### config.mk
export PLATFORM = sky130hd
export DESIGN_NAME = source_code_tokenizer
export DESIGN_NICKNAME = d
export VERILOG_FILES = /design/src/hw/rtl/sct_pkg.sv /design/src/hw/rtl/sct_front.sv /design/src/hw/rtl/sct_back.sv /design/src/hw/rtl/source_code_tokenizer.sv
export SDC_FILE = /design/constraint.sdc
export NUM_CORES = 2
export LEC_CHECK = 0
export BUFFER_PORTS_ARGS = -buffer_cell sky130_fd_sc_hd__buf_4
export CORE_MARGIN = 2
export CORE_UTILIZATION = 37
export DETAILED_ROUTE_END_ITERATION = 6
export GPL_ROUTABILITY_DRIVEN = 0
export GPL_TIMING_DRIVEN = 0
export PLACE_DENSITY = 0.51
export SYNTH_ARGS = -nofsm -noshare
export SYNTH_HDL_FRONTEND = slang
export SYNTH_SLANG_ARGS = --single-unit
### constraint.sdc
create_clock -name i_clk -period 62.9 [get_ports i_clk]
set_input_delay 6.29 -clock i_clk [delete_from_list [all_inputs] [get_ports i_clk]]
set_output_delay 6.29 -clock i_clk [all_outputs]
set_load 0.1 [all_outputs]
### src/hw/rtl/sct_pkg.sv
`timescale 1ns / 1ps
`default_nettype none
// ----------------------------------------------------------------------------
// sct_pkg
// Shared types and constants of the source code tokenizer.
// ----------------------------------------------------------------------------
package sct_pkg;

    localparam logic [3:0] K_INT = 4'd0;
    localparam logic [3:0] K_STR = 4'd1;
    localparam logic [3:0] K_CHR = 4'd2;
    localparam logic [3:0] K_IDENT = 4'd3;
    localparam logic [3:0] K_KEYWORD = 4'd4;
    localparam logic [3:0] K_OPER = 4'd5;
    localparam logic [3:0] K_DELIM = 4'd6;
    localparam logic [3:0] K_ERROR = 4'd7;
    localparam logic [3:0] K_END = 4'd8;

    localparam logic [2:0] E_NONE = 3'd0;
    localparam logic [2:0] E_BADNUM = 3'd1;
    localparam logic [2:0] E_UNKNOWN = 3'd2;
    localparam logic [2:0] E_OPENSTR = 3'd3;
    localparam logic [2:0] E_OPENCHR = 3'd4;
    localparam logic [2:0] E_OPENCOMM = 3'd5;

    localparam int KW_COUNT = 26;
    localparam int KW_TEXT_LEN = 9;

    // One token descriptor.
    typedef struct packed {
        logic [3:0]  kind;
        logic [2:0]  err;
        logic [4:0]  kw;
        logic [7:0]  c1;
        logic [7:0]  c2;
        logic [23:0] line;
        logic [15:0] col;
        logic [31:0] off;
        logic [15:0] len;
        logic        last;
    } t_token;

    // What the front end hands the back end for one item.
    typedef struct packed {
        logic [1:0] count;
        t_token     t0;
        t_token     t1;
        t_token     t2;
    } t_group;

    function automatic logic [3:0] kw_len(input logic [4:0] k);
        case (k)
            5'd0: kw_len = 4'd2;
            5'd1: kw_len = 4'd4;
            5'd2: kw_len = 4'd3;
            5'd3: kw_len = 4'd5;
            5'd4: kw_len = 4'd6;
            5'd5: kw_len = 4'd3;
            5'd6: kw_len = 4'd6;
            5'd7: kw_len = 4'd5;
            5'd8: kw_len = 4'd4;
            5'd9: kw_len = 4'd4;
            5'd10: kw_len = 4'd4;
            5'd11: kw_len = 4'd5;
            5'd12: kw_len = 4'd6;
            5'd13: kw_len = 4'd6;
            5'd14: kw_len = 4'd7;
            5'd15: kw_len = 4'd9;
            5'd16: kw_len = 4'd7;
            5'd17: kw_len = 4'd8;
            5'd18: kw_len = 4'd5;
            5'd19: kw_len = 4'd6;
            5'd20: kw_len = 4'd5;
            5'd21: kw_len = 4'd9;
            5'd22: kw_len = 4'd3;
            5'd23: kw_len = 4'd6;
            5'd24: kw_len = 4'd4;
            5'd25: kw_len = 4'd5;
            default: kw_len = 4'd0;
        endcase
    endfunction

    function automatic logic [7:0] kw_char(input logic [4:0] k, input logic [3:0] j);
        logic [8*KW_TEXT_LEN-1:0] s;
        case (k)
            5'd0: s = "if";
            5'd1: s = "else";
            5'd2: s = "for";
            5'd3: s = "while";
            5'd4: s = "return";
            5'd5: s = "int";
            5'd6: s = "double";
            5'd7: s = "float";
            5'd8: s = "char";
            5'd9: s = "bool";
            5'd10: s = "void";
            5'd11: s = "class";
            5'd12: s = "struct";
            5'd13: s = "public";
            5'd14: s = "private";
            5'd15: s = "protected";
            5'd16: s = "virtual";
            5'd17: s = "override";
            5'd18: s = "const";
            5'd19: s = "static";
            5'd20: s = "using";
            5'd21: s = "namespace";
            5'd22: s = "new";
            5'd23: s = "delete";
            5'd24: s = "true";
            5'd25: s = "false";
            default: s = '0;
        endcase
        // String constants sit at the low end; move the first letter to the top.
        s = s << (8 * (KW_TEXT_LEN - 32'(kw_len(k))));
        kw_char = s[8*(KW_TEXT_LEN-1-32'(j)) +: 8];
    endfunction

endpackage
`default_nettype wire

### src/hw/rtl/sct_front.sv
`timescale 1ns / 1ps
`default_nettype none
// ----------------------------------------------------------------------------
// sct_front
// Scanner: classifies each byte and builds up to three descriptors per item.
// ----------------------------------------------------------------------------
module sct_front #(
    parameter int KEYWORD_MAX_LEN = 9
) (
    input  wire logic          i_clk,
    input  wire logic          i_rst_n,
    input  wire logic          i_cfg_we,
    input  wire logic [23:0]   i_cfg_data,
    input  wire logic          i_take,
    input  wire logic [7:0]    i_byte,
    input  wire logic          i_has,
    input  wire logic          i_eos,
    output sct_pkg::t_group    o_group
);
    import sct_pkg::*;

    localparam int NW = $clog2(KEYWORD_MAX_LEN);

    typedef enum logic [12:0] {
        S_IDLE   = 13'b0000000000001,
        S_NUM    = 13'b0000000000010,
        S_BADNUM = 13'b0000000000100,
        S_IDENT  = 13'b0000000001000,
        S_OP     = 13'b0000000010000,
        S_LCOMM  = 13'b0000000100000,
        S_BCOMM  = 13'b0000001000000,
        S_BSTAR  = 13'b0000010000000,
        S_STR    = 13'b0000100000000,
        S_STRESC = 13'b0001000000000,
        S_CHR    = 13'b0010000000000,
        S_CHRESC = 13'b0100000000000,
        S_DEAD   = 13'b1000000000000
    } t_mode;

    t_mode       r_mode, n_mode;
    logic [7:0]  r_pend, n_pend;
    logic [23:0] r_start, n_start;
    logic [23:0] r_line, n_line, r_sline, n_sline;
    logic [15:0] r_col, n_col, r_scol, n_scol;
    logic [31:0] r_off, n_off, r_soff, n_soff;
    logic [15:0] r_len, n_len;
    logic        r_fresh, n_fresh;
    logic [7:0]  r_name [KEYWORD_MAX_LEN];
    logic        name_we;
    logic [NW-1:0] name_idx;

    t_token      toks [3];
    logic [1:0]  cnt;

    function automatic logic is_dig(input logic [7:0] b);
        is_dig = b >= "0" && b <= "9";
    endfunction
    function automatic logic is_alp(input logic [7:0] b);
        is_alp = (b >= "a" && b <= "z") || (b >= "A" && b <= "Z") || b == "_";
    endfunction

    // Keyword lookup on the stored name and current length.
    logic [4:0] kw_hit;
    always_comb begin
        logic m;
        kw_hit = '0;
        for (int i = KW_COUNT - 1; i >= 0; i--) begin
            m = (16'(kw_len(5'(i))) == r_len);
            for (int j = 0; j < KEYWORD_MAX_LEN; j++) begin
                if (j < KW_TEXT_LEN && 4'(j) < kw_len(5'(i))
                        && r_name[j] != kw_char(5'(i), 4'(j))) m = 1'b0;
            end
            if (m) kw_hit = 5'(i + 1);
        end
    end

    always_comb begin
        logic [7:0] b, p;
        logic fresh, clean;
        t_token t;
        logic [7:0] nm [KEYWORD_MAX_LEN];
        logic [4:0] hit;
        logic m;
        n_mode = r_mode; n_pend = r_pend; n_start = r_start;
        n_line = r_line; n_col = r_col; n_off = r_off;
        n_sline = r_sline; n_scol = r_scol; n_soff = r_soff;
        n_len = r_len; n_fresh = r_fresh;
        name_we = 1'b0; name_idx = '0;
        cnt = '0;
        b = i_byte; p = r_pend; fresh = 1'b0; clean = 1'b1;
        t = '0;
        hit = '0; m = 1'b0;
        for (int j = 0; j < KEYWORD_MAX_LEN; j++) nm[j] = '0;
        for (int k = 0; k < 3; k++) toks[k] = '0;
        if (i_cfg_we) begin
            n_start = i_cfg_data;
            if (r_fresh) n_line = i_cfg_data;
        end
        if (i_take && i_has) begin
            case (r_mode)
                S_DEAD: ;
                S_NUM: begin
                    if (is_dig(b)) n_len = (r_len == 16'hFFFF) ? r_len : r_len + 16'd1;
                    else if (is_alp(b)) begin
                        n_len = (r_len == 16'hFFFF) ? r_len : r_len + 16'd1;
                        n_mode = S_BADNUM;
                    end else begin
                        t = '0; t.kind = K_INT; toks[cnt] = t; cnt = cnt + 2'd1;
                        fresh = 1'b1;
                    end
                end
                S_BADNUM: begin
                    if (is_dig(b) || is_alp(b))
                        n_len = (r_len == 16'hFFFF) ? r_len : r_len + 16'd1;
                    else begin
                        t = '0; t.kind = K_ERROR; t.err = E_BADNUM;
                        toks[cnt] = t; cnt = cnt + 2'd1; n_mode = S_DEAD;
                    end
                end
                S_IDENT: begin
                    if (is_dig(b) || is_alp(b)) begin
                        if (r_len < 16'(KEYWORD_MAX_LEN)) begin
                            name_we = 1'b1; name_idx = NW'(r_len);
                        end
                        n_len = (r_len == 16'hFFFF) ? r_len : r_len + 16'd1;
                    end else begin
                        t = '0;
                        if (kw_hit != 0) begin t.kind = K_KEYWORD; t.kw = kw_hit; end
                        else t.kind = K_IDENT;
                        toks[cnt] = t; cnt = cnt + 2'd1; fresh = 1'b1;
                    end
                end
                S_OP: begin
                    n_pend = '0;
                    if (p == "/" && b == "/") begin
                        n_len = r_len + 16'd1; n_mode = S_LCOMM;
                    end else if (p == "/" && b == "*") begin
                        n_len = r_len + 16'd1; n_mode = S_BCOMM;
                    end else if ((b == "=" && (p == "=" || p == "!" || p == "<" || p == ">"))
                            || ((p == "&" || p == "|" || p == ":") && b == p)) begin
                        t = '0; t.kind = K_OPER; t.c1 = p; t.c2 = b;
                        toks[cnt] = t; cnt = cnt + 2'd1;
                        n_len = r_len + 16'd1; n_mode = S_IDLE;
                    end else begin
                        t = '0; t.kind = K_OPER; t.c1 = p;
                        toks[cnt] = t; cnt = cnt + 2'd1; fresh = 1'b1;
                    end
                end
                S_LCOMM: if (b == 8'h0A) n_mode = S_IDLE;
                S_BCOMM: begin
                    n_len = (r_len == 16'hFFFF) ? r_len : r_len + 16'd1;
                    if (b == "*") n_mode = S_BSTAR;
                end
                S_BSTAR: begin
                    n_len = (r_len == 16'hFFFF) ? r_len : r_len + 16'd1;
                    if (b == "/") n_mode = S_IDLE;
                    else if (b != "*") n_mode = S_BCOMM;
                end
                S_STR, S_CHR: begin
                    n_len = (r_len == 16'hFFFF) ? r_len : r_len + 16'd1;
                    if (b == ((r_mode == S_STR) ? 8'h22 : 8'h27)) begin
                        t = '0; t.kind = (r_mode == S_STR) ? K_STR : K_CHR;
                        toks[cnt] = t; cnt = cnt + 2'd1; n_mode = S_IDLE;
                    end else if (b == 8'h5C) n_mode = (r_mode == S_STR) ? S_STRESC : S_CHRESC;
                end
                S_STRESC: begin
                    n_len = (r_len == 16'hFFFF) ? r_len : r_len + 16'd1; n_mode = S_STR;
                end
                S_CHRESC: begin
                    n_len = (r_len == 16'hFFFF) ? r_len : r_len + 16'd1; n_mode = S_CHR;
                end
                default: fresh = 1'b1;
            endcase
            // Stamp positions on tokens closed by this byte (old start).
            for (int k = 0; k < 3; k++) begin
                toks[k].line = r_sline; toks[k].col = r_scol;
                toks[k].off = r_soff; toks[k].len = n_len;
            end
            if (fresh) begin
                n_mode = S_IDLE;
                if (!(b == 8'h20 || (b >= 8'd9 && b <= 8'd13))) begin
                    n_sline = r_line; n_scol = r_col; n_soff = r_off; n_len = 16'd1;
                    t = '0; t.line = r_line; t.col = r_col; t.off = r_off; t.len = 16'd1;
                    if (is_dig(b)) n_mode = S_NUM;
                    else if (is_alp(b)) begin
                        name_we = 1'b1; name_idx = '0; n_mode = S_IDENT;
                    end else begin
                        case (b)
                            8'h22: n_mode = S_STR;
                            8'h27: n_mode = S_CHR;
                            "/", "=", "!", "<", ">", "&", "|", ":": begin
                                n_pend = b; n_mode = S_OP;
                            end
                            "+", "-", "*", "%": begin
                                t.kind = K_OPER; t.c1 = b; toks[cnt] = t; cnt = cnt + 2'd1;
                            end
                            "(", ")", "{", "}", "[", "]", ";", ",", ".": begin
                                t.kind = K_DELIM; t.c1 = b; toks[cnt] = t; cnt = cnt + 2'd1;
                            end
                            default: begin
                                t.kind = K_ERROR; t.err = E_UNKNOWN; t.c1 = b;
                                toks[cnt] = t; cnt = cnt + 2'd1; n_mode = S_DEAD;
                            end
                        endcase
                    end
                end
            end
            if (b == 8'h0A) begin
                n_line = r_line + 24'd1; n_col = 16'd1;
            end else if (r_col != 16'hFFFF) n_col = r_col + 16'd1;
            n_off = r_off + 32'd1;
            n_fresh = 1'b0;
        end
        if (i_take && i_eos) begin
            t = '0; t.line = n_sline; t.col = n_scol; t.off = n_soff; t.len = n_len;
            case (n_mode)
                S_NUM: begin t.kind = K_INT; toks[cnt] = t; cnt = cnt + 2'd1; end
                S_BADNUM: begin
                    t.kind = K_ERROR; t.err = E_BADNUM; toks[cnt] = t;
                    cnt = cnt + 2'd1; clean = 1'b0;
                end
                S_IDENT: begin
                    // The name still open here may include this item's byte,
                    // which lands in the buffer only at the coming edge.
                    for (int j = 0; j < KEYWORD_MAX_LEN; j++)
                        nm[j] = (name_we && name_idx == NW'(j)) ? i_byte : r_name[j];
                    for (int i = KW_COUNT - 1; i >= 0; i--) begin
                        m = (16'(kw_len(5'(i))) == n_len);
                        for (int j = 0; j < KEYWORD_MAX_LEN; j++)
                            if (j < KW_TEXT_LEN && 4'(j) < kw_len(5'(i))
                                    && nm[j] != kw_char(5'(i), 4'(j))) m = 1'b0;
                        if (m) hit = 5'(i + 1);
                    end
                    if (hit != 0) begin t.kind = K_KEYWORD; t.kw = hit; end
                    else t.kind = K_IDENT;
                    toks[cnt] = t; cnt = cnt + 2'd1;
                end
                S_OP: begin t.kind = K_OPER; t.c1 = n_pend; toks[cnt] = t; cnt = cnt + 2'd1; end
                S_BCOMM, S_BSTAR: begin
                    t.kind = K_ERROR; t.err = E_OPENCOMM; toks[cnt] = t;
                    cnt = cnt + 2'd1; clean = 1'b0;
                end
                S_STR, S_STRESC: begin
                    t.kind = K_ERROR; t.err = E_OPENSTR; toks[cnt] = t;
                    cnt = cnt + 2'd1; clean = 1'b0;
                end
                S_CHR, S_CHRESC: begin
                    t.kind = K_ERROR; t.err = E_OPENCHR; toks[cnt] = t;
                    cnt = cnt + 2'd1; clean = 1'b0;
                end
                S_DEAD: clean = 1'b0;
                default: ;
            endcase
            if (clean) begin
                t = '0; t.kind = K_END; t.line = n_line; t.col = n_col; t.off = n_off;
                toks[cnt] = t; cnt = cnt + 2'd1;
            end
            n_mode = S_IDLE; n_pend = '0; n_line = n_start; n_col = 16'd1; n_off = '0;
            n_sline = '0; n_scol = 16'd1; n_soff = '0; n_len = '0; n_fresh = 1'b1;
        end
    end

    always_comb begin
        o_group.count = cnt;
        o_group.t0 = toks[0];
        o_group.t1 = toks[1];
        o_group.t2 = toks[2];
        case (cnt)
            2'd1: o_group.t0.last = 1'b1;
            2'd2: o_group.t1.last = 1'b1;
            2'd3: o_group.t2.last = 1'b1;
            default: ;
        endcase
    end

    always_ff @(posedge i_clk) begin
        if (!i_rst_n) begin
            r_mode <= S_IDLE; r_pend <= '0; r_start <= 24'd1; r_line <= 24'd1;
            r_col <= 16'd1; r_off <= '0; r_sline <= '0; r_scol <= 16'd1;
            r_soff <= '0; r_len <= '0; r_fresh <= 1'b1;
        end else begin
            r_mode <= n_mode; r_pend <= n_pend; r_start <= n_start; r_line <= n_line;
            r_col <= n_col; r_off <= n_off; r_sline <= n_sline; r_scol <= n_scol;
            r_soff <= n_soff; r_len <= n_len; r_fresh <= n_fresh;
        end
        if (name_we) r_name[name_idx] <= i_byte;
    end
endmodule
`default_nettype wire

### src/hw/rtl/sct_back.sv
`timescale 1ns / 1ps
`default_nettype none
// ----------------------------------------------------------------------------
// sct_back
// Two-entry group queue and descriptor sequencer toward the output.
// ----------------------------------------------------------------------------
module sct_back (
    input  wire logic          i_clk,
    input  wire logic          i_rst_n,
    input  wire logic          i_push,
    input  sct_pkg::t_group    i_group,
    output logic               o_full,
    input  wire logic          i_out_stall,
    output logic               o_valid,
    output sct_pkg::t_token    o_token
);
    import sct_pkg::*;

    t_group     r_q [2];
    logic       r_wp, r_rp, n_wp, n_rp;
    logic [1:0] r_n, n_n;
    logic [1:0] r_sub, n_sub;
    logic       pop, fire;

    assign o_full = (r_n == 2'd2);
    assign o_valid = (r_n != 2'd0);
    always_comb begin
        case (r_sub)
            2'd0: o_token = r_q[r_rp].t0;
            2'd1: o_token = r_q[r_rp].t1;
            default: o_token = r_q[r_rp].t2;
        endcase
    end
    assign fire = o_valid && !i_out_stall;
    assign pop = fire && (r_sub + 2'd1 == r_q[r_rp].count);

    always_comb begin
        n_wp = r_wp; n_rp = r_rp; n_sub = r_sub;
        if (i_push) n_wp = !r_wp;
        if (fire) n_sub = r_sub + 2'd1;
        if (pop) begin n_rp = !r_rp; n_sub = '0; end
        n_n = r_n + {1'b0, i_push} - {1'b0, pop};
    end

    always_ff @(posedge i_clk) begin
        if (!i_rst_n) begin
            r_wp <= 1'b0; r_rp <= 1'b0; r_n <= '0; r_sub <= '0;
        end else begin
            r_wp <= n_wp; r_rp <= n_rp; r_n <= n_n; r_sub <= n_sub;
        end
        if (i_push) r_q[r_wp] <= i_group;
    end

`ifndef NO_ASSERTIONS
    a_no_overflow: assert property (@(posedge i_clk) disable iff (!i_rst_n)
        o_full |-> !i_push) else $error("queue overflow");
    a_count_nonzero: assert property (@(posedge i_clk) disable iff (!i_rst_n)
        i_push |-> i_group.count != 2'd0) else $error("empty group pushed");
    a_last_on_pop: assert property (@(posedge i_clk) disable iff (!i_rst_n)
        pop |-> o_token.last) else $error("group ended without last flag");
`endif
endmodule
`default_nettype wire

### src/hw/rtl/source_code_tokenizer.sv
`timescale 1ns / 1ps
`default_nettype none
// ----------------------------------------------------------------------------
// source_code_tokenizer
// Streaming lexer for a C-like language, one source byte per transfer.
// ----------------------------------------------------------------------------
// The block takes one byte transfer per clock cycle and sends one token
// descriptor per output transfer. The scanner settles all descriptors that a
// byte causes (up to three, for example an identifier, an operator and the end
// token) in the cycle it is taken, and pushes them as a group into a two-entry
// queue; the output side drains a group at one descriptor per cycle while
// i_stall is low. Input stalls only while that queue is full, so the
// sustained rate is one byte per cycle while bytes average at most one token.
// ----------------------------------------------------------------------------
module source_code_tokenizer #(
    parameter int KEYWORD_MAX_LEN = 9
) (
    input  wire logic        i_clk,
    input  wire logic        i_rst_n,
    input  wire logic        i_cfg_we,
    input  wire logic [23:0] i_cfg_data,
    input  wire logic        i_valid,
    output logic             o_stall,
    input  wire logic [7:0]  i_source_byte,
    input  wire logic        i_has_byte,
    input  wire logic        i_end_of_source,
    output logic             o_valid,
    input  wire logic        i_stall,
    output logic [3:0]       o_token_kind,
    output logic [2:0]       o_error_kind,
    output logic [4:0]       o_keyword_index,
    output logic [7:0]       o_first_char,
    output logic [7:0]       o_second_char,
    output logic [23:0]      o_token_line,
    output logic [15:0]      o_token_column,
    output logic [31:0]      o_token_offset,
    output logic [15:0]      o_token_length,
    output logic             o_last_of_run
);
    import sct_pkg::*;

    t_group grp;
    t_token tk;
    logic   full, take;

    // Input is held off only while the queue has no free entry.
    assign o_stall = full;
    assign take = i_valid && !full;

    sct_front #(.KEYWORD_MAX_LEN(KEYWORD_MAX_LEN)) u_front (
        .i_clk, .i_rst_n, .i_cfg_we, .i_cfg_data, .i_take(take),
        .i_byte(i_source_byte), .i_has(i_has_byte), .i_eos(i_end_of_source),
        .o_group(grp)
    );

    sct_back u_back (
        .i_clk, .i_rst_n, .i_push(take && grp.count != 2'd0), .i_group(grp),
        .o_full(full), .i_out_stall(i_stall), .o_valid, .o_token(tk)
    );

    assign o_token_kind = tk.kind;
    assign o_error_kind = tk.err;
    assign o_keyword_index = tk.kw;
    assign o_first_char = tk.c1;
    assign o_second_char = tk.c2;
    assign o_token_line = tk.line;
    assign o_token_column = tk.col;
    assign o_token_offset = tk.off;
    assign o_token_length = tk.len;
    assign o_last_of_run = tk.last;
endmodule
`default_nettype wire
==> summary.md <==
| Metric | Value |
|---|---|
| Total CTS buffers | 105 |
| Skew-Pair Late Insertion Delay | 0.76 ns |
| Max IR drop VDD | 0.0608 mV |
| Vias in the first global route | 43900 |
| ANT nets after route | 0 |
| Pwr per Cell Area | 45.2 mW/mm² |
| Post-synth cell types | 121 |
| Post-Route Utilization | 42.8% |
| Initial antenna violation count | 11 |
| FF-to-FF End | u_back.r_q[0][309] |
| Adder-cell share of the synthesized area | 0.434% |
| Post-CTS sizing | 0 |
| Synth-to-layout area growth | 14.9% |
| Final Hold Viols | 0 |
| RSZ-0062 raised after global routing | false |
| TritonCTS clock tree | yes |
| Share of post-route cells with drive strength above 1 | 10.0% |
| IO buf count | 156 |
| Lkg Pwr | 0.0198 µW |
| Synth warn | 0 |
| Die ar. | 0.143 mm² |
| Hold-fix buffers, CTS | 0 |
| Critical path buffers and inverters | 11 |
| Post-synth top flop | edfxtp_1 |
| Worst EP arrival | 15.01 ns |
| Sequential share of the synthesized area | 51.4% |
| # DRC | 3 |
| Mux contribution to synthesized area | 4.53% |
| #FFs+latches synth | 959 |
| Hpwl dp | 166000 µm |
| CP delay by family, top | simple AND/OR/NAND/NOR gates |
| Largest net degree at the start of global routing | 32 |
| Final Skew | 0.0426 ns |
| Final min period | 14.59 ns |
| Clock Sink Count | 959 |
| First-pass GRT wire length | 318000 µm |
| Via count | 47400 |
| Worst hold endpoint | u_front.r_start[0] |
| Initial core utilization | 37.2% |
| Crit path launch type | input port |
| Root Driver | clkbuf_16 |
| Die height | 378 µm |
| Die Wd | 378 µm |
| Global route overflow | 0 |
| Failing checks | DRC |
| Post-synth EDFFs | 746 |
| Max Fanout on Critical Path | 27 |
| Max-cap viol count | 0 |
| Reg2reg start | u_back.r_n[0] |
| Launch point of the worst hold path | u_front.r_start[0] |
| Post-Route WL | 225000 µm |
| Via density | 6.40 |
| Design Power | 2690 µW |
| Row count | 137 |
| Drt first-iter violations | 6798 |
| Worst EP required | 63.32 ns |
| Reg2Reg Depth | 23 |
| Tot GR Track Use | 30.6% |
| Worst Hold Depth | 2 |
| Finished Layout Cells | 7408 |
| Synthesized area per cell | 10.1 µm² |
| Combinational family with the most area after synthesis | compound AO/OA/AOI/OAI gates |
| Area share of and/or/nand/nor cells after synthesis | 17.3% |
| Multi-input gate area | 0.0234 mm² |
| Final period utilization | 23.2% |
| Placed cells | 7209 |
| Clock slew at reported path FFs | 0.07 ns |
| Average wire per standard cell | 30.4 µm |
| H-tree depth | 3 |
| Number of fill cells | 13600 |
| Final-report max-slew violation count | 0 |
| Xor/xnor share of the synthesized area | 1.37% |
| I/O pin count | 158 |
| Post-CTS repair timing setup buffer count | 0 |
| Max Buffers Root-to-Sink | 3 |
| FF+latch area | 0.0267 mm² |
| WHS | 0.484 ns |
| Nets@finish | 5497 |
| Most frequent cells in the layout | 746 x edfxtp_1, 573 x nand2_1, 453 x nor2_1, 318 x clkbuf_1, 263 x o21ai_0 |
| Slowest cell on the critical path | a31oi_1 |
| Crit. End Element | flop |
| Compound-Gate Fraction of Synth Area | 21.3% |
| Cell mode on critical path | buf_12 |
| R2R setup slack | 53.68 ns |
| Cell area after synthesis | 0.0519 mm² |
| Max incr delay on CP | 0.95 ns |
| Slew @ Worst Pin | 1.38 ns |
| Leading cell type in the layout, fill and taps excluded | edfxtp_1 |
| Min-delay worst type | flop to flop |
| Max-slew headroom | 8.23% |
| Fmax | 68.6 MHz |
| WS Path Type | input port to flop |
| Post-route setup TNS | 0 ns |
| Core area | 0.139 mm² |
| Syn Inst Count | 5144 |
| First-pass iteration count of the detailed router | 7 |
| Status | complete, but fails checks |
| Setup-failing EPs final | 0 |
| FFs w/ async S/R, synth | 0% |
flip-flops by register name, summed over array words and instances (netlist names), 2 cells and up, named ones only:
signal / flops
u_front.r_soff: 32
u_front.r_scol: 16
u_front.r_len: 16
u_front.r_sline: 24
u_back.r_q: 674
u_back.r_sub: 2
u_front.r_col: 16
u_front.r_name: 72
u_back.r_n: 2
u_front.r_start: 24
u_front.r_pend: 8
u_front.r_mode: 13
u_front.r_line: 24
u_front.r_off: 32
per-layer routing:
metal  global-route usage [%]  vias up  part of all wire, %
met5                        0        -                0.030
li1                         -    20400                    -
met4                     14.5       10                  5.3
met2                     45.0     3022                   42
met3                     8.45      632                   11
met1                     41.4    23300                   41
worst reg2reg max path, stage by stage, from the launching register on:
cell	delay (ns)
dfxtp_1	0.33
nand2b_1	0.55
nand3_1	0.46
nor3_1	1.11
a21bo_2	0.41
o32ai_2	0.57
nor4_1	0.21
and2_1	0.26
o21ai_1	0.22
buf_2	0.31
nand3_1	0.24
a21oi_1	0.34
ha_1	0.28
and2_1	0.14
a32o_1	0.25
a31oi_1	0.95
nor2_1	0.36
nor2_4	0.51
buf_16	0.24
buf_12	0.22
buf_12	0.22
buf_12	0.24
buf_12	0.26
buf_16	0.20
worst max path at each step:
stage               slack (ns)        startpoint  depth (start not counted)            endpoint
finish                   48.31  i_source_byte[0]                         29  u_back.r_q[0][309]
floorplan                36.40  i_source_byte[6]                         20    u_back.r_q[1][0]
CTS                      48.45  i_source_byte[1]                         26  u_back.r_q[0][309]
global route             47.78  i_source_byte[1]                         26  u_back.r_q[0][309]
global placement         25.13  i_source_byte[1]                         20  u_back.r_q[1][188]
detailed placement       47.67  i_source_byte[1]                         26  u_back.r_q[0][191]
through the flow:
stage	setup slack, ns	cell area, µm²
floorplan	36.40	51900
global placement	25.13	55400
detailed placement	47.67	56000
CTS	48.45	59600
global route	47.78	59600
finish	48.31	59600
power by group:
part | total (µW) | internal, µW | switching, µW
Sequential | 839 | 808 | 31.3
Clock | 648 | 372 | 276
Combinational | 1200 | 249 | 956
final cells by class:
type / instances / area share, %
Sequential cell: 959 / 44.7
Multi-Input combinational cell: 3720 / 39.2
Clock buffer: 129 / 4.70
Tap cell: 1876 / 3.94
Timing Repair Buffer: 188 / 2.93
Buffer: 423 / 2.90
Clock inverter: 69 / 1.32
Inverter: 43 / 0.275
Antenna cell: 1 / 0.00420
synthesized netlist by cell type, types with 32 or more instances:
| cell | number | share of area (%) |
|---|---|---|
| nor3_1 | 104 | 1.0 |
| a211oi_1 | 134 | 1.9 |
| a31oi_1 | 127 | 1.5 |
| a22o_1 | 116 | 2.0 |
| mux2i_1 | 218 | 4.2 |
| a22oi_1 | 136 | 2.0 |
| o21ai_0 | 263 | 2.5 |
| and3_1 | 46 | 0.55 |
| edfxtp_1 | 746 | 43 |
| and2_1 | 61 | 0.74 |
| nor2_1 | 454 | 3.3 |
| inv_1 | 40 | 0.29 |
| nand2_1 | 573 | 4.1 |
| dfxtp_1 | 213 | 8.2 |
| a21oi_1 | 161 | 1.6 |
| o21ai_1 | 46 | 0.44 |
| nand4_1 | 76 | 0.92 |
| o2bb2ai_1 | 33 | 0.56 |
| o211ai_1 | 99 | 1.4 |
| xor2_1 | 40 | 0.68 |
| xnor2_1 | 41 | 0.69 |
| buf_2 | 72 | 0.69 |
| o221ai_1 | 41 | 0.69 |
| a32o_1 | 34 | 0.66 |
| clkbuf_1 | 308 | 2.2 |
| nor4_1 | 52 | 0.63 |
| nor2b_1 | 67 | 0.81 |
| o22ai_1 | 117 | 1.4 |
| nand2b_1 | 33 | 0.40 |
| buf_1 | 32 | 0.23 |
| nand3_1 | 194 | 1.9 |
cells by family (layout without fill, tap and decap cells):
family                   count (synthesis)  count (layout)
other                                    1               3
buffers and inverters                  466             852
flip-flops                             959             959
XOR/XNOR                                81              81
AND/OR/NAND/NOR                       1839            1839
multiplexers                           232             232
adder cells (fa/ha/maj)                 18              18
AO/OA/AOI/OAI                         1548            1548
No activity file was read; power rests on OpenSTA's default activity.
